===== src/hw/rtl/s2cd_pkg.sv =====
// Shared constants, types and calendar helper functions for the seconds-to-date converter.
`timescale 1ns / 1ps
`default_nettype none

package s2cd_pkg;

   // Default width of the seconds count that is actually used.
   localparam int COUNT_WIDTH_DEF = 32;

   // Width of the remainder register in the day divider; it holds values below 86400.
   localparam int DAY_REM_W = 17;

   // Width of the remainder register in the time-of-day divider; it holds values below 3600.
   localparam int TOD_REM_W = 12;

   // Width of the year offset from the epoch year.
   localparam int YN_W = 9;

   localparam logic [16:0] SECS_PER_DAY   = 17'd86400;
   localparam logic [16:0] DAYS_LEAP_YEAR = 17'd366;
   localparam logic [16:0] DAYS_YEAR      = 17'd365;
   localparam logic [11:0] SECS_PER_HOUR  = 12'd3600;
   localparam logic [11:0] SECS_PER_MIN   = 12'd60;
   localparam logic [11:0] EPOCH_YEAR     = 12'd2000;

   // Cumulative day counts at the start of each month, normal and leap years.
   localparam logic [8:0] CUM_NORM [13] = '{9'd0, 9'd31, 9'd59, 9'd90, 9'd120, 9'd151,
                                            9'd181, 9'd212, 9'd243, 9'd273, 9'd304,
                                            9'd334, 9'd365};
   localparam logic [8:0] CUM_LEAP [13] = '{9'd0, 9'd31, 9'd60, 9'd91, 9'd121, 9'd152,
                                            9'd182, 9'd213, 9'd244, 9'd274, 9'd305,
                                            9'd335, 9'd366};

   // Control word for a bit-serial divider.
   typedef struct packed {
      logic load;
      logic step;
   } div_ctrl_type;

   // Leap rule for year 2000+n; the epoch year is a multiple of 400 and n stays below 400.
   function automatic logic is_leap(input logic [YN_W-1:0] n);
      logic century;
      begin
         century = (n == 9'd100) || (n == 9'd200) || (n == 9'd300);
         is_leap = (n[1:0] == 2'b00) && !century;
      end
   endfunction

   // Days from the epoch to the first day of year 2000+n.
   function automatic logic [16:0] days_before(input logic [7:0] n);
      logic [16:0] base;
      logic [8:0]  quads;
      logic [1:0]  cents;
      logic        quad_cents;
      begin
         base  = 17'(n) * DAYS_YEAR;
         quads = (9'(n) + 9'd3) >> 2;
         if (n == 8'd0) begin
            cents = 2'd0;
         end else if (n <= 8'd100) begin
            cents = 2'd1;
         end else if (n <= 8'd200) begin
            cents = 2'd2;
         end else begin
            cents = 2'd3;
         end
         quad_cents = (n != 8'd0);
         days_before = base + 17'(quads) - 17'(cents) + 17'(quad_cents);
      end
   endfunction

   // Cumulative days before month index idx (0 is January).
   function automatic logic [8:0] cum_days(input logic leap, input logic [3:0] idx);
      begin
         cum_days = leap ? CUM_LEAP[idx] : CUM_NORM[idx];
      end
   endfunction

endpackage

`default_nettype wire


===== src/hw/rtl/s2cd_sdiv.sv =====
// Restoring bit-serial divider that retires one quotient bit per cycle while ctrl.step is high.
`timescale 1ns / 1ps
`default_nettype none

module s2cd_sdiv #(
   parameter int DIVIDEND_W = 32,
   parameter int REM_W      = 17
) (
   input  wire                             clock,
   input  wire s2cd_pkg::div_ctrl_type     ctrl,
   input  wire logic [DIVIDEND_W-1:0]      dividend,
   input  wire logic [REM_W-1:0]           divisor,
   output logic      [DIVIDEND_W-1:0]      quotient,
   output logic      [REM_W-1:0]           remainder
);
   import s2cd_pkg::*;

   logic [DIVIDEND_W-1:0] q_ff, q_in;
   logic [REM_W-1:0]      rem_ff, rem_in;
   logic [REM_W:0]        trial;
   logic [REM_W:0]        diff;
   logic                  fits;

   // One restoring step: bring in the next dividend bit, subtract when it fits.
   always_comb begin
      trial  = {rem_ff, q_ff[DIVIDEND_W-1]};
      diff   = trial - {1'b0, divisor};
      fits   = (trial >= {1'b0, divisor});
      q_in   = q_ff;
      rem_in = rem_ff;
      if (ctrl.load) begin
         q_in   = dividend;
         rem_in = '0;
      end else if (ctrl.step) begin
         q_in   = {q_ff[DIVIDEND_W-2:0], fits};
         rem_in = fits ? diff[REM_W-1:0] : trial[REM_W-1:0];
      end
   end

   // Dividend bits leave at the top while quotient bits enter at the bottom.
   always_ff @(posedge clock) begin
      q_ff   <= q_in;
      rem_ff <= rem_in;
   end

   assign quotient  = q_ff;
   assign remainder = rem_ff;

endmodule

`default_nettype wire


===== src/hw/rtl/seconds_to_calendar_date.sv =====
// Top level: converts a count of seconds since 2000-01-01 00:00:00 into a calendar date and time.
//
//   Channel  Direction  Word contents (lowest bit first)
//   req_     in         tdata: seconds_count[31:0]
//   rsp_     out        tdata: year[11:0] month[15:12] day[20:16] hour[25:21]
//                              minute[31:26] second[37:32], zero pad [39:38]
//
// One word is in work at a time; req_tready is high only while the converter is free.
// A word is first divided by 86400 and the day count reloaded; then the date path (days
// by 366, removal of whole years, year corrections, month search) and the hour, minute
// and second path run side by side, and the word is handed over once both are done.
// Reset is synchronous and clears the sequencers and the output valid flag.
// A finished word waits in the output register while the next request is taken; the
// hand-over stalls while that register still holds an untaken word.
`timescale 1ns / 1ps
`default_nettype none

module seconds_to_calendar_date #(
   parameter int COUNT_WIDTH = s2cd_pkg::COUNT_WIDTH_DEF
) (
   input  wire               clock,
   input  wire               reset,
   input  wire               req_tvalid,
   output logic              req_tready,
   input  wire logic [31:0]  req_tdata,   // seconds_count[31:0]
   output logic              rsp_tvalid,
   input  wire               rsp_tready,
   output logic      [39:0]  rsp_tdata    // year, month, day, hour, minute, second, pad
);
   import s2cd_pkg::*;

   localparam int DAYS_W = COUNT_WIDTH - 16;
   localparam int OFF_W  = (DAYS_W > 8) ? DAYS_W - 8 : 1;
   localparam int CNT_W  = $clog2(COUNT_WIDTH + 1);

   // Date sequencer states.
   localparam logic [2:0] S_IDLE  = 3'd0;
   localparam logic [2:0] S_DIV1  = 3'd1;
   localparam logic [2:0] S_LD2   = 3'd2;
   localparam logic [2:0] S_DIV2  = 3'd3;
   localparam logic [2:0] S_DBEF  = 3'd4;
   localparam logic [2:0] S_CORR  = 3'd5;
   localparam logic [2:0] S_MONTH = 3'd6;
   localparam logic [2:0] S_DONE  = 3'd7;

   // Time-of-day sequencer states.
   localparam logic [2:0] T_IDLE  = 3'd0;
   localparam logic [2:0] T_HOUR  = 3'd1;
   localparam logic [2:0] T_LDMIN = 3'd2;
   localparam logic [2:0] T_MIN   = 3'd3;
   localparam logic [2:0] T_DONE  = 3'd4;

   logic [2:0]        state_ff, state_in;
   logic [2:0]        tstate_ff, tstate_in;
   logic [CNT_W-1:0]  cnt_ff, cnt_in;
   logic [4:0]        tcnt_ff, tcnt_in;
   logic [2:0]        guard_ff, guard_in;
   logic [DAYS_W-1:0] days_ff, days_in;
   logic [YN_W-1:0]   yn_ff, yn_in;
   logic [3:0]        month_ff, month_in;
   logic [4:0]        hour_ff, hour_in;
   logic              rsp_valid_ff, rsp_valid_in;
   logic [39:0]       rsp_data_ff, rsp_data_in;

   div_ctrl_type            a_ctrl, b_ctrl;
   logic [COUNT_WIDTH-1:0]  a_dividend, a_quot;
   logic [DAY_REM_W-1:0]    a_divisor, a_rem;
   logic [DAY_REM_W-1:0]    b_dividend, b_quot;
   logic [TOD_REM_W-1:0]    b_divisor, b_rem;

   logic              leap;
   logic [16:0]       days_ext;
   logic [16:0]       year_len;
   logic [16:0]       days_gone;
   logic [OFF_W-1:0]  off;
   logic [8:0]        cum_next;
   logic [8:0]        cum_this;

   // Day divider: seconds by 86400, then days by 366.
   s2cd_sdiv #(.DIVIDEND_W(COUNT_WIDTH), .REM_W(DAY_REM_W)) u_day_div (
      .clock     (clock),
      .ctrl      (a_ctrl),
      .dividend  (a_dividend),
      .divisor   (a_divisor),
      .quotient  (a_quot),
      .remainder (a_rem)
   );

   // Time-of-day divider: seconds of day by 3600, then by 60.
   s2cd_sdiv #(.DIVIDEND_W(DAY_REM_W), .REM_W(TOD_REM_W)) u_tod_div (
      .clock     (clock),
      .ctrl      (b_ctrl),
      .dividend  (b_dividend),
      .divisor   (b_divisor),
      .quotient  (b_quot),
      .remainder (b_rem)
   );

   assign a_divisor = (state_ff == S_DIV1) ? SECS_PER_DAY : DAYS_LEAP_YEAR;
   assign b_divisor = (tstate_ff == T_HOUR) ? SECS_PER_HOUR : SECS_PER_MIN;

   assign leap     = is_leap(yn_ff);
   assign days_ext = 17'(days_ff);
   assign year_len = DAYS_YEAR + 17'(leap);
   assign off      = a_quot[OFF_W-1:0];
   assign days_gone = days_before(8'(off));
   assign cum_next = cum_days(leap, month_ff + 4'd1);
   assign cum_this = cum_days(leap, month_ff);

   // Date sequencer: day division, year estimate and correction, month search, result hand-over.
   always_comb begin
      state_in   = state_ff;
      cnt_in     = cnt_ff;
      guard_in   = guard_ff;
      days_in    = days_ff;
      yn_in      = yn_ff;
      month_in   = month_ff;
      a_ctrl     = '0;
      a_dividend = req_tdata[COUNT_WIDTH-1:0];
      tstate_in  = tstate_ff;
      tcnt_in    = tcnt_ff;
      hour_in    = hour_ff;
      b_ctrl     = '0;
      b_dividend = a_rem;
      rsp_valid_in = rsp_valid_ff;
      rsp_data_in  = rsp_data_ff;

      if (rsp_valid_ff && rsp_tready) begin
         rsp_valid_in = 1'b0;
      end

      case (state_ff)
         S_IDLE: begin
            if (req_tvalid) begin
               a_ctrl.load = 1'b1;
               cnt_in      = '0;
               state_in    = S_DIV1;
            end
         end
         S_DIV1: begin
            a_ctrl.step = 1'b1;
            cnt_in      = cnt_ff + 1'b1;
            if (cnt_ff == CNT_W'(COUNT_WIDTH - 1)) begin
               state_in = S_LD2;
            end
         end
         S_LD2: begin
            // Days go back into the divider top-aligned; seconds of day go to the other one.
            days_in     = a_quot[DAYS_W-1:0];
            a_ctrl.load = 1'b1;
            a_dividend  = {a_quot[DAYS_W-1:0], {(COUNT_WIDTH - DAYS_W){1'b0}}};
            cnt_in      = '0;
            state_in    = S_DIV2;
            b_ctrl.load = 1'b1;
            tcnt_in     = '0;
            tstate_in   = T_HOUR;
         end
         S_DIV2: begin
            a_ctrl.step = 1'b1;
            cnt_in      = cnt_ff + 1'b1;
            if (cnt_ff == CNT_W'(DAYS_W - 1)) begin
               state_in = S_DBEF;
            end
         end
         S_DBEF: begin
            // Remove the days of all whole years below the first estimate.
            days_in  = DAYS_W'(days_ext - days_gone);
            yn_in    = YN_W'(off);
            guard_in = '0;
            state_in = S_CORR;
         end
         S_CORR: begin
            if (days_ext < year_len) begin
               month_in = '0;
               state_in = S_MONTH;
            end else begin
               days_in = DAYS_W'(days_ext - year_len);
               yn_in   = yn_ff + 1'b1;
               if (guard_ff == 3'd7) begin
                  month_in = '0;
                  state_in = S_MONTH;
               end else begin
                  guard_in = guard_ff + 1'b1;
               end
            end
         end
         S_MONTH: begin
            if ((month_ff < 4'd11) && (days_ext >= 17'(cum_next))) begin
               month_in = month_ff + 1'b1;
            end else begin
               days_in  = DAYS_W'(days_ext - 17'(cum_this));
               state_in = S_DONE;
            end
         end
         S_DONE: begin
            if ((tstate_ff == T_DONE) && (!rsp_valid_ff || rsp_tready)) begin
               rsp_valid_in = 1'b1;
               rsp_data_in  = {2'b00, b_rem[5:0], b_quot[5:0], hour_ff,
                               5'(days_ff) + 5'd1, month_ff + 4'd1,
                               EPOCH_YEAR + 12'(yn_ff)};
               state_in     = S_IDLE;
               tstate_in    = T_IDLE;
            end
         end
         default: begin
            state_in = S_IDLE;
         end
      endcase

      // Time-of-day sequencer runs beside the date search.
      case (tstate_ff)
         T_IDLE: begin
         end
         T_HOUR: begin
            b_ctrl.step = 1'b1;
            tcnt_in     = tcnt_ff + 1'b1;
            if (tcnt_ff == 5'(DAY_REM_W - 1)) begin
               tstate_in = T_LDMIN;
            end
         end
         T_LDMIN: begin
            hour_in     = b_quot[4:0];
            b_ctrl.load = 1'b1;
            b_dividend  = {b_rem, {(DAY_REM_W - TOD_REM_W){1'b0}}};
            tcnt_in     = '0;
            tstate_in   = T_MIN;
         end
         T_MIN: begin
            b_ctrl.step = 1'b1;
            tcnt_in     = tcnt_ff + 1'b1;
            if (tcnt_ff == 5'(TOD_REM_W - 1)) begin
               tstate_in = T_DONE;
            end
         end
         T_DONE: begin
         end
         default: begin
            tstate_in = T_IDLE;
         end
      endcase
   end

   // Control registers.
   always_ff @(posedge clock) begin
      if (reset) begin
         state_ff     <= S_IDLE;
         tstate_ff    <= T_IDLE;
         rsp_valid_ff <= 1'b0;
      end else begin
         state_ff     <= state_in;
         tstate_ff    <= tstate_in;
         rsp_valid_ff <= rsp_valid_in;
      end
   end

   // Working and output data registers.
   always_ff @(posedge clock) begin
      cnt_ff      <= cnt_in;
      tcnt_ff     <= tcnt_in;
      guard_ff    <= guard_in;
      days_ff     <= days_in;
      yn_ff       <= yn_in;
      month_ff    <= month_in;
      hour_ff     <= hour_in;
      rsp_data_ff <= rsp_data_in;
   end

   assign req_tready = (state_ff == S_IDLE);
   assign rsp_tvalid = rsp_valid_ff;
   assign rsp_tdata  = rsp_data_ff;

endmodule

`default_nettype wire


===== config.mk =====
export PLATFORM = sky130hd
export DESIGN_NAME = seconds_to_calendar_date
export DESIGN_NICKNAME = d
export VERILOG_FILES = /design/src/hw/rtl/s2cd_pkg.sv /design/src/hw/rtl/s2cd_sdiv.sv /design/src/hw/rtl/seconds_to_calendar_date.sv
export SDC_FILE = /design/constraint.sdc
export NUM_CORES = 1
export LEC_CHECK = 0
export ABC_AREA = 1
export BUFFER_PORTS_ARGS = -buffer_cell sky130_fd_sc_hd__buf_4
export CORE_MARGIN = 10
export CORE_UTILIZATION = 60
export CTS_CLUSTER_DIAMETER = 200
export CTS_CLUSTER_SIZE = 30
export DETAILED_ROUTE_END_ITERATION = 10
export PLACE_DENSITY = 0.79
export SLEW_MARGIN = 10
export SYNTH_ARGS = -nofsm -noshare
export SYNTH_HDL_FRONTEND = slang
export SYNTH_SLANG_ARGS = --single-unit
export TNS_END_PERCENT = 1

===== constraint.sdc =====
create_clock -name clock -period 8.4 [get_ports clock]
set_clock_uncertainty 0.2 [all_clocks]
set_input_delay 1.68 -clock clock [delete_from_list [all_inputs] [get_ports clock]]
set_output_delay 1.68 -clock clock [all_outputs]
set_load 0.02 [all_outputs]

# Yosys cells after proc, flatten, opt, wreduce, memory -nomap -nowiden
# Memories as Yosys holds them, arrays and structs flattened.
# Index checks and enable logic that the tools add are counted.
[totals]
out_inout_bits = 42
in_bits = 36
elab_cells = 168
rom_bits = 576
ff_bits = 171
mem_count = 4
[op_classes]
n_bitwise = 2
n_eq_ne = 28
n_mul = 1
add_sub_neg = 17
n_mux = 61
n_reduce_logical = 31
magnitude_cmp = 9
[memory_table]
columns = ["name", "depth", "word_bits", "read_ports", "rd_clocked_by_memory_dff", "write_ports", "line_no", "rtl"]
rows = [
  ["(no name shown)", 16, 9, 1, 0, 0, "s2cd_pkg.sv:75", "cum_days = leap ? CUM_LEAP[idx] : CUM_NORM[idx];"],
  ["(no name shown)", 16, 9, 1, 0, 0, "s2cd_pkg.sv:75", ""],
  ["(no name shown)", 16, 9, 1, 0, 0, "s2cd_pkg.sv:75", ""],
  ["(no name shown)", 16, 9, 1, 0, 0, "s2cd_pkg.sv:75", ""],
]
[op_table]
columns = ["cell", "count"]
rows = [
  ["2-to-1 mux 9 bit", 11],
  ["2-to-1 mux 32 bit", 3],
  ["2-to-1 mux 17 bit", 5],
  ["case mux 16 bit (4 select lines)", 1],
  ["2-to-1 mux 3 bit", 12],
  ["2-to-1 mux 16 bit", 2],
  ["2-to-1 mux 12 bit", 2],
  ["case mux 3 bit (8 select lines)", 1],
  ["equality test 3 bit, second input constant", 6],
  [">= comparator 18 x 17 -> 1 bit", 1],
  ["case mux 6 bit (3 select lines)", 1],
  ["case mux 9 bit (2 select lines)", 1],
  ["subtractor 17 bit", 1],
  ["adder 16 x 1 -> 16 bit", 1],
  ["adder 16 x 7 -> 16 bit", 1],
  [">= comparator 16 x 9 -> 1 bit", 1],
  ["less-than comparator 16 x 10 -> 1 bit", 1],
  ["multiplier 8 x 9 -> 16 bit, second input constant", 1],
  ["subtractor 16 x 10 -> 16 bit", 1],
  ["subtractor 16 bit", 1],
  ["subtractor 16 x 2 -> 16 bit", 1],
  ["subtractor 16 x 9 -> 16 bit", 1],
  ["inequality test 2 bit, second input constant", 7],
  [">= comparator 13 x 12 -> 1 bit", 1],
  ["other kinds (49)", 85],
]

# Depth between registers and ports, before layout
[depth]
ltp_word = 10
mapped_depth = 26
mapped_depth_nobuf = 25

# Hierarchy
# From an unflattened synthesis, not the netlist that was laid out.
[hier_totals]
hier_cells = 1981
hier_area_um2 = 14900.5
[by_module_without_submodules]
columns = ["mod", "seq_area_each_um2", "cells_each", "instances", "area_per_inst_um2"]
rows = [
  ["seconds_to_calendar_date", 2722.6, 1185, 1, 9445.3],
  ["s2cd_sdiv at u_day_div", 1301.2, 485, 1, 3352.0],
  ["s2cd_sdiv at u_tod_div", 750.7, 311, 1, 2103.3],
]

# Worst setup path after synthesis
# Ideal clock, no wire load.
[synth_path]
path_type = "input to register"
start = "input port rsp_tready"
end = "register rsp_data_ff[0] (netlist: rsp_tdata[0]) (enable)"
t_arrival_ps = 4495
t_required_ps = 7718
setup_slack_ps = 3223
setup_time_ps = 482
path_stages = 4
path_buffers = 0
cell_sequence = "inv_1 > nand2_1 > nand3_1 > nor3_1"
[synth_between]
elab_chain_len = 3
[synth_lines]
columns = ["element", "line_no", "rtl"]
rows = [
  ["from (decl)", "seconds_to_calendar_date.sv:27", "input wire rsp_tready,"],
  ["logical OR 1 bit", "seconds_to_calendar_date.sv:196", "if ((tstate_ff == T_DONE) && (!rsp_valid_ff || rsp_tready)) begin"],
  ["logical AND 1 bit", "seconds_to_calendar_date.sv:196", ""],
  ["AND reduction 2 bit (no line)", "-", ""],
  ["to (signal assigned)", "seconds_to_calendar_date.sv:265", "rsp_data_ff <= rsp_data_in;"],
  ["to (decl)", "seconds_to_calendar_date.sv:63", "logic [39:0] rsp_data_ff, rsp_data_in;"],
]
# Every way passes these cells.
# A chain may end at the register's enable or synchronous reset.

# Final worst setup path
[layout_path]
start = "register u_day_div.q_ff[1] (netlist: u_day_div.quotient[1])"
end = "register days_ff[14] (data pin)"
[layout_between]
elab_chain_len = 8
word_cells_on_any_way = 14
cone_classes = "5 x add/sub; 1 x mul; 2 x order compare; 4 x mux; 2 x reduce/logical"
[layout_lines]
columns = ["element", "line_no", "rtl"]
rows = [
  ["from (decl)", "s2cd_sdiv.sv:18", "logic [DIVIDEND_W-1:0] q_ff, q_in;"],
  ["from (signal assigned)", "s2cd_sdiv.sv:42", "q_ff <= q_in;"],
  ["branches (longest 5 deep; another with multiplier 8 x 9 -> 16 bit)", "-", ""],
  ["adder 16 x 1 -> 16 bit *", "s2cd_pkg.sv:68", "days_before = base + 17'(quads) - 17'(cents) + 17'(quad_cents);"],
  ["subtractor 16 bit *", "seconds_to_calendar_date.sv:167", "days_in = DAYS_W'(days_ext - days_gone);"],
  ["case mux 16 bit (4 select lines) *", "seconds_to_calendar_date.sv:132", "case (state_ff)"],
  ["via days_in[14]", "seconds_to_calendar_date.sv:58", "logic [DAYS_W-1:0] days_ff, days_in;"],
  ["to (signal assigned)", "seconds_to_calendar_date.sv:261", "days_ff <= days_in;"],
  ["to (decl)", "seconds_to_calendar_date.sv:58", ""],
]
# Mark *: on every way through the listed nets, which the timed path passes.

==> metrics <==
kind of capture point of the worst setup path flip-flop; layout cells sized above 1 10.8%; prevailing post-synth register cell sky130_fd_sc_hd__edfxtp_1; Synth warnings 0; pre-CTS setup slack 3.17 ns; number of global-route vias before repair 11140; result of the run completed; total congestion overflow after global routing 0; global placement routability congestion 0.976; endpoint required time on the critical path 8.38 ns; Routed wire per std cell 18.4 µm; number of antenna diodes 0; CTS Buffer Depth 2; Cells after DPL 1966; proportion of synthesized chip area in sequential cells 35.3%; Worst Reg2Reg Path Length in Cells 22; clock-pin slew on the worst setup and hold paths 0.07 ns; cell with the largest stage delay on the worst path sky130_fd_sc_hd__fa_1; Die X 170 µm; setup-violating endpoint count in the final report 0; placeable core region 22000 µm²; area of the die 28900 µm²; aggregate global-route resource usage 25.5%; DP HPWL 28.6 mm; top cells by area, synth sky130_fd_sc_hd__edfxtp_1 30%, sky130_fd_sc_hd__ha_1 11%, sky130_fd_sc_hd__nand2_1 9.9%, sky130_fd_sc_hd__fa_1 7.7%, sky130_fd_sc_hd__inv_1 6.7%; max-slew violation count 0; routed vias 11687; initial antenna violation count 0; TritonCTS clock tree yes; setup ws final 3.02 ns; path type of the worst min-delay path reg2reg; clock sink count 171; number of instances in the synthesized netlist 1639; Synth async-reset ratio 0%; final hold viol count 0; DRT Pass-1 Iters 6; pin slew with the least headroom to its limit 1.04 ns; final period demand of the worst path 5.38 ns; root cell of the clock tree sky130_fd_sc_hd__clkbuf_16; critical path arrival 5.36 ns; area of the mapped netlist 13500 µm²; Synth top area share 30.0%; average vias per placed instance 5.85; DRC 0; CTS H-tree lvls 4; commonest non-fill, non-tap cell in the layout sky130_fd_sc_hd__nand2_1; worst-case register-to-register setup slack 3.02 ns; number of unique standard cell types used by synthesis 54; HP Start hour_ff[0]$_DFFE_PP_; unrepaired setup endpoints after global routing false; startpoint of the worst-slack reg-to-reg timing path u_day_div.quotient[1]$_DFFE_PP_; number of standard cells in the final layout excluding fillers 1998; CP max FO 7; post-synthesis cell type with the largest combined area sky130_fd_sc_hd__edfxtp_1; Hold Crit Depth 0; number of synthesized flops with an enable pin 135; hold worst-path end rsp_tdata[21]$_DFFE_PP_; post-synthesis sequential element count 171; IO Count 78; height of the die 170 µm; count of standard-cell rows 54; total setup buffers inserted after CTS 0; crit-path max cell delay 0.56 ns; wire length after detailed routing 36.8 mm; effective utilization at floorplan 61.5%; detailed router's first-iteration violation count 1257; slew margin rel. 30.6%; Worst setup SP type flip-flop; Port-buffer cells 75; Fmax achieved 186 MHz; number of buffers created by CTS 17; wire length of the first global-routing pass 58.9 mm; CP Cell Sequence inv_1 > ha_1 > a21oi_1 > nor3_1 > nand2_1 > xor2_1 > ha_1 > inv_1 > fa_1 > inv_1 > fa_1 > fa_1 > inv_1 > ha_1 > a21oi_1 > nand2_1 > nand2_1 > nand2_1 > nand4_1 > nand3_1 > nand3_1 > nand4_1; final net count 1915; kind of critical path reg2reg; placed cell area 14300 µm²; hold buffer count at CTS 0; remaining number of nets flagged by the antenna check after routing 0; mean post-synth cell area 8.24 µm²; most frequent cells in the layout 355 x sky130_fd_sc_hd__nand2_1, 240 x sky130_fd_sc_hd__inv_1, 135 x sky130_fd_sc_hd__edfxtp_1, 122 x sky130_fd_sc_hd__ha_1, 114 x sky130_fd_sc_hd__nor2_1; maximum number of pins on one net before global-route repair 40; setup_tns 0 ns; Non-Filler Cell Area, Final 14800 µm²; area growth from synthesis to final layout 9.94%; Worst-Skew Late Latency 0.44 ns; number of gates resized after CTS 0; final cycle utilization of the critical path 64.1%; number of max-cap violations 0; terminus of the critical flop-to-flop path days_ff[14]$_DFFE_PP_
-- metal layers --
| layer | track usage, % | wire [µm] | vias to the layer above |
|---|---|---|---|
| met5 | 0 | 0 | - |
| met2 | 40.6 | 17100 | 541 |
| met1 | 34.0 | 15400 | 5469 |
| li1 | - | - | 5611 |
| met3 | 6.11 | 3530 | 66 |
| met4 | 7.51 | 778 | 0 |
-- worst max-delay path by stage --
stage	endpoint	cells after the start	slack, ns	startpoint
after detailed placement	days_ff[14]$_DFFE_PP_	22	3.17	u_day_div.quotient[1]$_DFFE_PP_
after global routing	days_ff[12]$_DFFE_PP_	22	2.71	u_day_div.quotient[1]$_DFFE_PP_
after CTS	days_ff[14]$_DFFE_PP_	22	3.06	u_day_div.quotient[1]$_DFFE_PP_
after floorplan	rsp_tdata[0]$_DFFE_PP_	4	3.22	rsp_tready
after global placement	days_ff[14]$_DFFE_PP_	22	3.39	u_day_div.quotient[1]$_DFFE_PP_
final	days_ff[14]$_DFFE_PP_	22	3.02	u_day_div.quotient[1]$_DFFE_PP_
-- per-stage QoR --
step | utilization (%) | hold WS, ns
3_3_place_gp | 64.9 | 0.204
4_1_cts | 67.6 | 0.225
3_5_place_dp | 64.9 | 0.207
2_1_floorplan | - | 0.200
5_1_grt | 67.6 | 0.228
6_report | 67.6 | 0.227
-- area by class of cell --
| cell class | instances | area [µm²] |
|---|---|---|
| Tap cell | 280 | 350 |
| Fill cell | 1787 | 7110 |
| Clock buffer | 17 | 425 |
| Timing Repair Buffer | 82 | 616 |
| Inverter | 260 | 977 |
| Clock inverter | 15 | 173 |
| Multi-Input combinational cell | 1173 | 7530 |
| Sequential cell | 171 | 4770 |
-- cell families (layout without fill, tap and decap cells) --
| logic type | after synthesis | in the layout | synth area share [%] |
|---|---|---|---|
| simple gates | 687 | 687 | 22.8 |
| buf+inv | 296 | 374 | 8.94 |
| compound gates | 277 | 277 | 11.7 |
| fa+ha+maj | 174 | 174 | 19.0 |
| flops | 171 | 171 | 35.3 |
| xor+xnor | 33 | 33 | 2.14 |
| other cells | 1 | 2 | 0.0278 |
-- flip-flops by register name, indices dropped and copies added (netlist names) --
signal               flops
rsp_tdata               38
u_day_div.quotient      32
u_day_div.remainder     17
u_tod_div.quotient      17
days_ff                 16
u_tod_div.remainder     12
yn_ff                    9
cnt_ff                   6
hour_ff                  5
tcnt_ff                  5
month_ff                 4
guard_ff                 3
state_ff                 3
tstate_ff                3
rsp_tvalid               1
-- synth_stat cells (all sizes together) (21+ instances only) --
cell type / instances
a21oi: 70
a31oi: 22
buf: 25
dfxtp: 36
edfxtp: 135
fa: 52
ha: 122
inv: 258
nand2: 368
nand3: 124
nand4: 23
nor2: 126
nor3: 25
o211ai: 21
o21ai: 119
xor2: 25
-- worst max-delay path, delay by kind of cell, from the launching register on --
| kind | cells | cell delay [ns] |
|---|---|---|
| buf+inv | 4 | 0.44 |
| simple gates | 9 | 1.05 |
| xor+xnor | 1 | 0.16 |
| compound gates | 2 | 0.34 |
| fa+ha+maj | 6 | 2.46 |
| flops | 1 | 0.49 |
Power is not shown: default switching activity piles up to over one toggle a cycle in this logic, so the estimate is an artifact.
